**src/design/sha1md_pkg.sv**
```systemverilog
// types, constants and helpers shared by the sha-1 digest unit
package sha1md_pkg;

    localparam int WORDS      = 16;
    localparam int IDX_W      = 4;
    localparam int ROUNDS     = 80;
    localparam int RND_W      = 7;
    localparam int TOTAL_W    = 55;
    localparam int DIGEST_N   = 5;
    localparam logic [IDX_W-1:0] LAST_IDX   = 4'd15;
    localparam logic [IDX_W-1:0] LEN_HI_IDX = 4'd14;
    localparam logic [IDX_W-1:0] LEN_LO_IDX = 4'd15;
    localparam logic [IDX_W-1:0] LEN_FIT_IDX = 4'd13;
    localparam logic [2:0] FULL_BYTES = 3'd4;
    localparam logic [2:0] LAST_DIGEST = 3'd4;

    // index 0 is the first chain word
    localparam logic [DIGEST_N-1:0][31:0] SHA1_IV = {
        32'hC3D2E1F0, 32'h10325476, 32'h98BADCFE, 32'hEFCDAB89, 32'h67452301
    };

    localparam logic [31:0] K0 = 32'h5A827999;
    localparam logic [31:0] K1 = 32'h6ED9EBA1;
    localparam logic [31:0] K2 = 32'h8F1BBCDC;
    localparam logic [31:0] K3 = 32'hCA62C1D6;
    localparam logic [7:0]  PAD_MARK = 8'h80;

    typedef struct packed {
        logic [31:0] message_word;
        logic [2:0]  byte_count;
        logic        last_word;
    } in_word_t;

    typedef struct packed {
        logic [31:0] digest_word;
        logic [2:0]  word_index;
        logic        last_result;
    } out_word_t;

    typedef struct packed {
        logic             en;
        logic [IDX_W-1:0] addr;
        logic [31:0]      data;
    } mem_wr_t;

    typedef struct packed {
        logic start;
        logic reinit;
    } core_ctrl_t;

    typedef struct packed {
        logic busy;
        logic done;
    } core_stat_t;

    // keep the n valid high bytes and put the marker right after them
    function automatic logic [31:0] mark_word(input logic [31:0] w, input logic [1:0] n);
        logic [31:0] r;
        begin
            unique case (n)
                2'd0: r = {PAD_MARK, 24'h000000};
                2'd1: r = {w[31:24], PAD_MARK, 16'h0000};
                2'd2: r = {w[31:16], PAD_MARK, 8'h00};
                2'd3: r = {w[31:8], PAD_MARK};
                default: r = {PAD_MARK, 24'h000000};
            endcase
            return r;
        end
    endfunction

endpackage

```
**src/design/sha1md_wmem.sv**
```systemverilog
// 16-word block memory, one write port and two registered read ports
module sha1md_wmem (
    input  logic                         aclk,
    input  sha1md_pkg::mem_wr_t          wr,
    input  logic [sha1md_pkg::IDX_W-1:0] ra_addr,
    input  logic [sha1md_pkg::IDX_W-1:0] rb_addr,
    output logic [31:0]                  ra_data,
    output logic [31:0]                  rb_data
);

    logic [31:0] mem [sha1md_pkg::WORDS];

    always_ff @(posedge aclk) begin
        if (wr.en) begin
            mem[wr.addr] <= wr.data;
        end
    end

    always_ff @(posedge aclk) begin
        ra_data <= mem[ra_addr];
        rb_data <= mem[rb_addr];
    end

endmodule

```
**src/design/sha1md_core.sv**
```systemverilog
// sha-1 compression: one round per cycle, schedule kept in the block memory
module sha1md_core (
    input  logic                                     aclk,
    input  logic                                     aresetn,
    input  sha1md_pkg::core_ctrl_t                   ctrl,
    output sha1md_pkg::core_stat_t                   stat,
    output logic [sha1md_pkg::DIGEST_N-1:0][31:0]    chain,
    output logic [sha1md_pkg::IDX_W-1:0]             ra_addr,
    output logic [sha1md_pkg::IDX_W-1:0]             rb_addr,
    input  logic [31:0]                              ra_data,
    input  logic [31:0]                              rb_data,
    output sha1md_pkg::mem_wr_t                      wr
);

    typedef enum logic [2:0] {
        CS_IDLE = 3'b001,
        CS_RND  = 3'b010,
        CS_ADD  = 3'b100
    } core_state_t;

    core_state_t cs_reg, cs_next;
    logic [sha1md_pkg::RND_W-1:0] rnd_reg, rnd_next, nxt;
    logic [sha1md_pkg::DIGEST_N-1:0][31:0] h_reg;
    logic [31:0] a_reg, b_reg, c_reg, d_reg, e_reg;
    // wt of the last three rounds, and the delayed far read port
    logic [31:0] d1_reg, d2_reg, d3_reg, p1_reg, p2_reg;
    logic [31:0] f, k, wt, sx, tmp;

    assign chain = h_reg;
    assign stat.busy = (cs_reg != CS_IDLE);
    assign stat.done = (cs_reg == CS_ADD);

    // addresses for the next round; in idle they prefetch round 0
    assign nxt = (cs_reg == CS_RND) ? rnd_reg + 7'd1 : '0;
    assign rb_addr = (nxt < 7'(sha1md_pkg::WORDS)) ? nxt[3:0] : nxt[3:0] + 4'd8;
    assign ra_addr = nxt[3:0] + 4'd2;

    always_comb begin
        if (rnd_reg < 7'd20) begin
            f = (b_reg & c_reg) | (~b_reg & d_reg);
            k = sha1md_pkg::K0;
        end else if (rnd_reg < 7'd40) begin
            f = b_reg ^ c_reg ^ d_reg;
            k = sha1md_pkg::K1;
        end else if (rnd_reg < 7'd60) begin
            f = (b_reg & c_reg) | (b_reg & d_reg) | (c_reg & d_reg);
            k = sha1md_pkg::K2;
        end else begin
            f = b_reg ^ c_reg ^ d_reg;
            k = sha1md_pkg::K3;
        end
    end

    assign sx  = d3_reg ^ rb_data ^ ra_data ^ p2_reg;
    assign wt  = (rnd_reg < 7'(sha1md_pkg::WORDS)) ? rb_data : {sx[30:0], sx[31]};
    assign tmp = {a_reg[26:0], a_reg[31:27]} + f + e_reg + k + wt;

    always_comb begin
        wr.en   = (cs_reg == CS_RND) && (rnd_reg >= 7'(sha1md_pkg::WORDS));
        wr.addr = rnd_reg[3:0];
        wr.data = wt;
    end

    always_comb begin
        cs_next  = cs_reg;
        rnd_next = rnd_reg;
        unique case (cs_reg)
            CS_IDLE: begin
                rnd_next = '0;
                if (ctrl.start) begin
                    cs_next = CS_RND;
                end
            end
            CS_RND: begin
                rnd_next = rnd_reg + 7'd1;
                if (rnd_reg == 7'(sha1md_pkg::ROUNDS - 1)) begin
                    cs_next = CS_ADD;
                end
            end
            CS_ADD: begin
                cs_next = CS_IDLE;
            end
            default: begin
                cs_next = CS_IDLE;
            end
        endcase
    end

    always_ff @(posedge aclk) begin
        if (!aresetn) begin
            cs_reg  <= CS_IDLE;
            rnd_reg <= '0;
        end else begin
            cs_reg  <= cs_next;
            rnd_reg <= rnd_next;
        end
    end

    always_ff @(posedge aclk) begin
        if (!aresetn || ctrl.reinit) begin
            h_reg <= sha1md_pkg::SHA1_IV;
        end else if (cs_reg == CS_ADD) begin
            h_reg[0] <= h_reg[0] + a_reg;
            h_reg[1] <= h_reg[1] + b_reg;
            h_reg[2] <= h_reg[2] + c_reg;
            h_reg[3] <= h_reg[3] + d_reg;
            h_reg[4] <= h_reg[4] + e_reg;
        end
    end

    always_ff @(posedge aclk) begin
        if (cs_reg == CS_IDLE && ctrl.start) begin
            a_reg <= h_reg[0];
            b_reg <= h_reg[1];
            c_reg <= h_reg[2];
            d_reg <= h_reg[3];
            e_reg <= h_reg[4];
        end else if (cs_reg == CS_RND) begin
            a_reg  <= tmp;
            b_reg  <= a_reg;
            c_reg  <= {b_reg[1:0], b_reg[31:2]};
            d_reg  <= c_reg;
            e_reg  <= d_reg;
            d1_reg <= wt;
            d2_reg <= d1_reg;
            d3_reg <= d2_reg;
            p1_reg <= ra_data;
            p2_reg <= p1_reg;
        end
    end

endmodule

```
**src/design/sha1_message_digest_unit.sv**
```systemverilog
// sha-1 message digest unit: word buffering, padding control and digest output
//
// input channel s_valid/s_ready/s_data takes one big-endian 32-bit message word
// per transfer; last_word marks the final word, whose byte_count (0..4, larger
// values count as 4) gives its valid high-order bytes.
// result channel m_valid/m_ready/m_data gives the five digest words, index 0
// first, last_result set on the fifth; nothing comes out for other words.
// sixteen words fill a block, then the block is compressed (a start step, 80
// rounds on a single round unit, a chain add), during which s_ready is low and
// no new word is taken.
// the final word is followed by padding up to the end of the block, one or two
// compressions (the second after a further block of padding) and then the
// digest; one digest word leaves per cycle while m_ready is high.
// a stalled receiver holds the current digest word; input stays blocked
// until the fifth word is taken, then the chain returns to its initial value.
// reset (synchronous, active low) clears the fill count, block count and chain.
module sha1_message_digest_unit (
    input  logic                  aclk,
    input  logic                  aresetn,
    input  logic                  s_valid,
    output logic                  s_ready,
    input  sha1md_pkg::in_word_t  s_data,
    output logic                  m_valid,
    input  logic                  m_ready,
    output sha1md_pkg::out_word_t m_data
);

    typedef enum logic [4:0] {
        ST_FILL  = 5'b00001,
        ST_PAD   = 5'b00010,
        ST_START = 5'b00100,
        ST_WAIT  = 5'b01000,
        ST_OUT   = 5'b10000
    } state_t;

    state_t state_reg, state_next;
    logic [sha1md_pkg::IDX_W-1:0]   fill_reg, fill_next;
    logic [sha1md_pkg::TOTAL_W-1:0] total_reg, total_next;
    logic [sha1md_pkg::IDX_W-1:0]   pad_idx_reg, pad_idx_next;
    logic mark_pend_reg, mark_pend_next;
    logic pad_act_reg, pad_act_next;
    logic fin_blk_reg, fin_blk_next;
    logic [2:0] oidx_reg, oidx_next;
    logic [63:0] bitlen_reg, bitlen_next;
    logic [31:0] mark_reg, mark_next;

    logic [2:0] n_sat;
    logic [6:0] bytes;
    logic fin_c;
    logic s_fire, m_fire;

    sha1md_pkg::mem_wr_t  wr_top, wr_core, wr_mem;
    sha1md_pkg::core_ctrl_t ctrl;
    sha1md_pkg::core_stat_t stat;
    logic [sha1md_pkg::DIGEST_N-1:0][31:0] chain;
    logic [sha1md_pkg::IDX_W-1:0] ra_addr, rb_addr;
    logic [31:0] ra_data, rb_data;

    assign s_ready = (state_reg == ST_FILL);
    assign m_valid = (state_reg == ST_OUT);
    assign s_fire  = s_valid && s_ready;
    assign m_fire  = m_valid && m_ready;

    assign m_data.digest_word = chain[oidx_reg];
    assign m_data.word_index  = oidx_reg;
    assign m_data.last_result = (oidx_reg == sha1md_pkg::LAST_DIGEST);

    assign n_sat = (s_data.byte_count > sha1md_pkg::FULL_BYTES) ?
                   sha1md_pkg::FULL_BYTES : s_data.byte_count;
    assign bytes = {1'b0, fill_reg, 2'b00} + {4'b0000, n_sat};
    // length block only if the marker leaves room for the two length words
    assign fin_c = mark_pend_reg ? (pad_idx_reg <= sha1md_pkg::LEN_FIT_IDX) : fin_blk_reg;

    assign ctrl.start  = (state_reg == ST_START);
    assign ctrl.reinit = m_fire && m_data.last_result;
    assign wr_mem = stat.busy ? wr_core : wr_top;

    always_comb begin
        state_next     = state_reg;
        fill_next      = fill_reg;
        total_next     = total_reg;
        pad_idx_next   = pad_idx_reg;
        mark_pend_next = mark_pend_reg;
        pad_act_next   = pad_act_reg;
        fin_blk_next   = fin_blk_reg;
        oidx_next      = oidx_reg;
        bitlen_next    = bitlen_reg;
        mark_next      = mark_reg;
        wr_top.en      = 1'b0;
        wr_top.addr    = fill_reg;
        wr_top.data    = s_data.message_word;

        unique case (state_reg)
            ST_FILL: begin
                if (s_fire) begin
                    if (!s_data.last_word || n_sat == sha1md_pkg::FULL_BYTES) begin
                        wr_top.en = 1'b1;
                        fill_next = fill_reg + 4'd1;
                        if (fill_reg == sha1md_pkg::LAST_IDX) begin
                            total_next = total_reg + 55'd1;
                            state_next = ST_START;
                        end
                    end
                    if (s_data.last_word) begin
                        bitlen_next    = {total_reg, 9'b0} + {54'b0, bytes, 3'b000};
                        pad_act_next   = 1'b1;
                        mark_pend_next = 1'b1;
                        fin_blk_next   = 1'b0;
                        if (n_sat == sha1md_pkg::FULL_BYTES) begin
                            mark_next    = sha1md_pkg::mark_word(s_data.message_word, 2'd0);
                            pad_idx_next = fill_reg + 4'd1;
                            if (fill_reg != sha1md_pkg::LAST_IDX) begin
                                state_next = ST_PAD;
                            end
                        end else begin
                            mark_next    = sha1md_pkg::mark_word(s_data.message_word,
                                                                 n_sat[1:0]);
                            pad_idx_next = fill_reg;
                            state_next   = ST_PAD;
                        end
                    end
                end
            end
            ST_PAD: begin
                wr_top.en   = 1'b1;
                wr_top.addr = pad_idx_reg;
                if (mark_pend_reg) begin
                    wr_top.data = mark_reg;
                end else if (fin_c && pad_idx_reg == sha1md_pkg::LEN_HI_IDX) begin
                    wr_top.data = bitlen_reg[63:32];
                end else if (fin_c && pad_idx_reg == sha1md_pkg::LEN_LO_IDX) begin
                    wr_top.data = bitlen_reg[31:0];
                end else begin
                    wr_top.data = '0;
                end
                mark_pend_next = 1'b0;
                fin_blk_next   = fin_c;
                pad_idx_next   = pad_idx_reg + 4'd1;
                if (pad_idx_reg == sha1md_pkg::LAST_IDX) begin
                    state_next = ST_START;
                end
            end
            ST_START: begin
                state_next = ST_WAIT;
            end
            ST_WAIT: begin
                if (stat.done) begin
                    if (!pad_act_reg) begin
                        state_next = ST_FILL;
                    end else if (fin_blk_reg) begin
                        oidx_next  = '0;
                        state_next = ST_OUT;
                    end else begin
                        // length did not fit: one more block of zeros and length
                        fin_blk_next = 1'b1;
                        pad_idx_next = '0;
                        state_next   = ST_PAD;
                    end
                end
            end
            ST_OUT: begin
                if (m_fire) begin
                    if (m_data.last_result) begin
                        fill_next    = '0;
                        total_next   = '0;
                        pad_act_next = 1'b0;
                        state_next   = ST_FILL;
                    end else begin
                        oidx_next = oidx_reg + 3'd1;
                    end
                end
            end
            default: begin
                state_next = ST_FILL;
            end
        endcase
    end

    always_ff @(posedge aclk) begin
        if (!aresetn) begin
            state_reg     <= ST_FILL;
            fill_reg      <= '0;
            total_reg     <= '0;
            pad_idx_reg   <= '0;
            mark_pend_reg <= 1'b0;
            pad_act_reg   <= 1'b0;
            fin_blk_reg   <= 1'b0;
            oidx_reg      <= '0;
        end else begin
            state_reg     <= state_next;
            fill_reg      <= fill_next;
            total_reg     <= total_next;
            pad_idx_reg   <= pad_idx_next;
            mark_pend_reg <= mark_pend_next;
            pad_act_reg   <= pad_act_next;
            fin_blk_reg   <= fin_blk_next;
            oidx_reg      <= oidx_next;
        end
    end

    always_ff @(posedge aclk) begin
        bitlen_reg <= bitlen_next;
        mark_reg   <= mark_next;
    end

    sha1md_wmem u_wmem (
        .aclk    (aclk),
        .wr      (wr_mem),
        .ra_addr (ra_addr),
        .rb_addr (rb_addr),
        .ra_data (ra_data),
        .rb_data (rb_data)
    );

    sha1md_core u_core (
        .aclk    (aclk),
        .aresetn (aresetn),
        .ctrl    (ctrl),
        .stat    (stat),
        .chain   (chain),
        .ra_addr (ra_addr),
        .rb_addr (rb_addr),
        .ra_data (ra_data),
        .rb_data (rb_data),
        .wr      (wr_core)
    );

endmodule

```
**config.mk**
```make
export PLATFORM = sky130hd
export DESIGN_NAME = sha1_message_digest_unit
export DESIGN_NICKNAME = d
export VERILOG_FILES = /design/src/design/sha1md_pkg.sv /design/src/design/sha1md_wmem.sv /design/src/design/sha1md_core.sv /design/src/design/sha1_message_digest_unit.sv
export SDC_FILE = /design/constraint.sdc
export NUM_CORES = 2
export LEC_CHECK = 0
export BUFFER_PORTS_ARGS = -buffer_cell sky130_fd_sc_hd__clkbuf_2
export CORE_MARGIN = 8
export CORE_UTILIZATION = 60
export CTS_CLUSTER_DIAMETER = 60
export DETAILED_ROUTE_END_ITERATION = 8
export PLACE_DENSITY = 0.76
export SYNTH_ARGS = -nofsm -noshare
export SYNTH_HDL_FRONTEND = slang
export SYNTH_SLANG_ARGS = --single-unit
```
**constraint.sdc**
```tcl
create_clock -name aclk -period 11.6 [get_ports aclk]
set_input_delay 1.74 -clock aclk [delete_from_list [all_inputs] [get_ports aclk]]
set_output_delay 1.74 -clock aclk [all_outputs]
set_load 0.005 [all_outputs]
```
==> flow_metrics.env <==
export IMPL_drtIter0Drc=5742
export IMPL_dr_total_vias=50010
export IMPL_r2r_cells=20
export IMPL_hold_path_class="reg -> reg"
export IMPL_setup_slack_ns=4.546
export IMPL_relSlewSlack_pct=8.332
export IMPL_cp_start_kind="flop"
export IMPL_syn2layout_area_growth_pct=9.339
export IMPL_numCtsBuffers=132
export IMPL_yosysMostFrequentCell="edfxtp_1"
export IMPL_cts_root_buf="clkbuf_16"
export IMPL_postRouteAntennaNets=0
export IMPL_finalSetupTns_ns=0
export IMPL_path_depth=20
export IMPL_final_min_clock_period_ns=7.054
export IMPL_r2r_start="u_core.rnd_reg[5]$_SDFFE_PN0N_"
export IMPL_synth_top_area_cell="edfxtp_1"
export IMPL_drcViolationCount=0
export IMPL_setup_viol=0
export IMPL_dr_pass1_iters=7
export IMPL_cpMostUsedCell="fa_1"
export IMPL_nets=6579
export IMPL_synth_edff_count=918
export IMPL_avgSynthCellArea_um2=10.72
export IMPL_post_route_period_util_pct=60.81
export IMPL_antenna_found_initial=2
export IMPL_cp_max_fo=22
export IMPL_syn_inst=6258
export IMPL_finClkSkew_ns=0.03163
export IMPL_ys_seq_area_share_pct=50.30
export IMPL_ys_seq_elements=1226
export IMPL_viasPerCell=6.405
export IMPL_wl_per_cell_um=24.12
export IMPL_syn_nets=6631
export IMPL_worst_slew_pin_slew_ns=1.361
export IMPL_pwr_density_cell_mw_per_mm2=140.8
export IMPL_cpPeakStageDelay_ns=0.54
export IMPL_crit_path_cell_trace="a41oi_2 -> nand2_2 -> inv_2 -> nor2_2 -> buf_4 -> a221o_1 -> fa_1 -> fa_1 -> inv_1 -> fa_1 -> fa_1 -> nor2b_1 -> o31a_1 -> o2111ai_1 -> a21oi_1 -> o21ai_1 -> o31ai_1 -> o41a_1 -> nand2_1 -> o311a_1"
export IMPL_synth_async_sr_flop_share_pct=0
export IMPL_rsz0062_at_grt="false"
export IMPL_post_place_ws_ns=4.590
export IMPL_grt_pass1_wl_um=283900
export IMPL_seqPwrFrac_pct=47.6
export IMPL_postCtsSetupRepairBufs=0
export IMPL_netSwitchingFraction_pct=24.29
export IMPL_p_total_mw=10.32
export IMPL_holdWs_ns=0.4027
export IMPL_critical_path_top_delay_family="compound AO/OA/AOI/OAI gates"
export IMPL_min_path_cells=0
export IMPL_die_h_um=350.3
export IMPL_dieWidth_um=350.3
export IMPL_grt_usage_pct=29.99
export IMPL_maxCapViolCount=0
export IMPL_clock_sinks=1226
export IMPL_final_core_util_pct=66.16
export IMPL_cts_max_path_buffers=3
export IMPL_fillerInstances=8430
export IMPL_power_switching_mw=2.507
export IMPL_reg2reg_to="u_core.a_reg[31]$_DFFE_PP_"
export IMPL_cp_endpoint="u_core.a_reg[31]$_DFFE_PP_"
export IMPL_ios=78
export IMPL_htree_levels=4
export IMPL_crit_path_start="u_core.rnd_reg[5]$_SDFFE_PN0N_"
export IMPL_synth_area_leaders="edfxtp_1, dfxtp_1, nand2_1"
export IMPL_worst_path_buf_inv=3
export IMPL_dp_hpwl_um=123900
export IMPL_p_leak_nw=27.55
export IMPL_fmax_mhz=141.8
export IMPL_synthTopCellsByCount="edfxtp_1, nand2_1, a21oi_1"
export IMPL_outcome="finished clean"
export IMPL_required_ns=12.10
export IMPL_coreArea_mm2=0.1108
export IMPL_clk_latency_ns=0.76
export IMPL_post_cts_resized=0
export IMPL_start_util_pct=60.51
export IMPL_drive_above_1_share_pct=8.122
export IMPL_finalWeightedCongestion=0.9433
export IMPL_grt_pass1_vias=47400
export IMPL_largest_register_ffs=512
export IMPL_p_clk_share_pct=41.9
export IMPL_synth_cell_types=97
export IMPL_synthesis_area_mm2=0.06706
export IMPL_cts_tree="built"
export IMPL_worst_ep_arrival_time_ns=7.55
export IMPL_pwr_share_comb_pct=10.5
export IMPL_vdd_drop_max_mv=0.1230
export IMPL_grt_ovfl_total=0
export IMPL_finalHoldViolCount=0
export IMPL_yosysWarnings=0
export IMPL_rows=122
export IMPL_grt_max_degree=183
export IMPL_die_area_mm2=0.1227
export IMPL_ff2ff_setup_slack_ns=4.55
export IMPL_synth_top_cell_area_share_pct=41.11
export IMPL_p_int_mw=7.814
export IMPL_path_clk_slew_ns=0.07
export IMPL_ys_flop_type="edfxtp_1"
export IMPL_finalMaxSlewViolations=0
export IMPL_port_buffers=77
export IMPL_critical_path_class="reg -> reg"
export IMPL_finalWirelength_um=188300
export IMPL_cp_slowest_cell="a41oi_2"
export IMPL_postCtsHoldBufs=0
export IMPL_crit_path_end_kind="flop"
## stage by stage
| stage | cell area (um^2) | cells |
|---|---|---|
| 4_1_cts | 73310 | 7804 |
| 3_5_place_dp | 68850 | 7560 |
| 3_3_place_gp | 68850 | 7560 |
| 6_report | 73320 | 7807 |
| 5_1_grt | 73310 | 7804 |
| 2_1_floorplan | 67060 | 6258 |
## routing by layer
metal	global-route usage (%)	part of all wire, %
met1	42.18	41
met2	45.86	44
met3	5.614	10
met4	12.63	4.4
met5	0	0.0069
## worst reg2reg max path, delay by kind of cell, from the launching register on
family / cells / cell delay (ns)
buffers and inverters: 3 / 0.78
flip-flops: 1 / 0.42
AO/OA/AOI/OAI: 9 / 2.87
AND/OR/NAND/NOR: 4 / 0.77
adder cells (fa/ha/maj): 4 / 1.98
## how the worst min path moves through the flow
| stage | start | endpoint | slack [ns] |
|---|---|---|---|
| 2_1_floorplan | u_core.d1_reg[0]$_DFFE_PP_ | u_core.d2_reg[0]$_DFFE_PP_ | 0.40 |
| 3_3_place_gp | u_core.d2_reg[30]$_DFFE_PP_ | u_core.d3_reg[30]$_DFFE_PP_ | 0.40 |
| 3_5_place_dp | u_core.d1_reg[12]$_DFFE_PP_ | u_core.d2_reg[12]$_DFFE_PP_ | 0.40 |
| 4_1_cts | u_core.d1_reg[17]$_DFFE_PP_ | u_core.d2_reg[17]$_DFFE_PP_ | 0.41 |
| 5_1_grt | u_core.d1_reg[2]$_DFFE_PP_ | u_core.d2_reg[2]$_DFFE_PP_ | 0.42 |
| 6_report | u_core.d1_reg[17]$_DFFE_PP_ | u_core.d2_reg[17]$_DFFE_PP_ | 0.40 |
## cell families (layout without fill, tap and decap cells)
family | after synthesis | after routing | synth area share (%)
simple gates | 1828 | 1828 | 12.33
compound gates | 1511 | 1511 | 14.68
flops | 1226 | 1226 | 50.30
xor+xnor | 345 | 345 | 4.517
fa+ha+maj | 333 | 333 | 7.545
mux | 385 | 385 | 6.941
other cells | 0 | 3 | 0
buf+inv | 630 | 688 | 3.679
## layout by cell type, fill, tap and decap left out, drive strengths merged, types with 17 or more instances in the layout
cell / netlist / layout
o211ai: 57 / 57
inv: 281 / 290
a22oi: 25 / 25
nand2b: 36 / 36
o21bai: 25 / 25
nand2: 898 / 898
clkbuf: 271 / 265
a311oi: 67 / 67
mux2i: 321 / 321
o21ai: 251 / 251
ha: 214 / 214
o21a: 35 / 35
and2: 91 / 91
a22o: 17 / 17
nand4: 35 / 35
nor4: 19 / 19
or3: 32 / 32
nand3: 79 / 79
buf: 77 / 85
clkinv: 1 / 35
o31ai: 17 / 17
xor2: 112 / 112
xnor2: 233 / 233
fa: 119 / 119
nor3: 50 / 50
a31oi: 64 / 64
edfxtp: 918 / 918
a21oi: 467 / 467
nor2b: 137 / 137
dfxtp: 308 / 308
a221o: 19 / 19
and3: 48 / 48
mux4: 64 / 64
a21o: 64 / 64
nor2: 354 / 354
a211oi: 305 / 305
## final cells by class
type / count / area (um^2) / area share (%)
multi-input combinational: 4402 / 31140 / 42.47
tap: 1488 / 1862 / 2.539
clock buffer: 188 / 3824 / 5.215
clock inverter: 56 / 641.9 / 0.8754
antenna: 3 / 7.507 / 0.01024
timing repair buffer: 162 / 1049 / 1.430
sequential: 1226 / 33730 / 46.01
inverter: 282 / 1066 / 1.454
## power groups by stage
stage	logic (mW)	registers [mW]	clock network, mW
after global routing	1.20	4.92	4.53
after CTS	1.07	4.91	4.36
after global placement	1.04	5.00	0
after detailed placement	1.07	5.00	0
final	1.09	4.91	4.32
after floorplan	0.767	4.99	0
No activity file was read; power rests on OpenSTA's default activity.
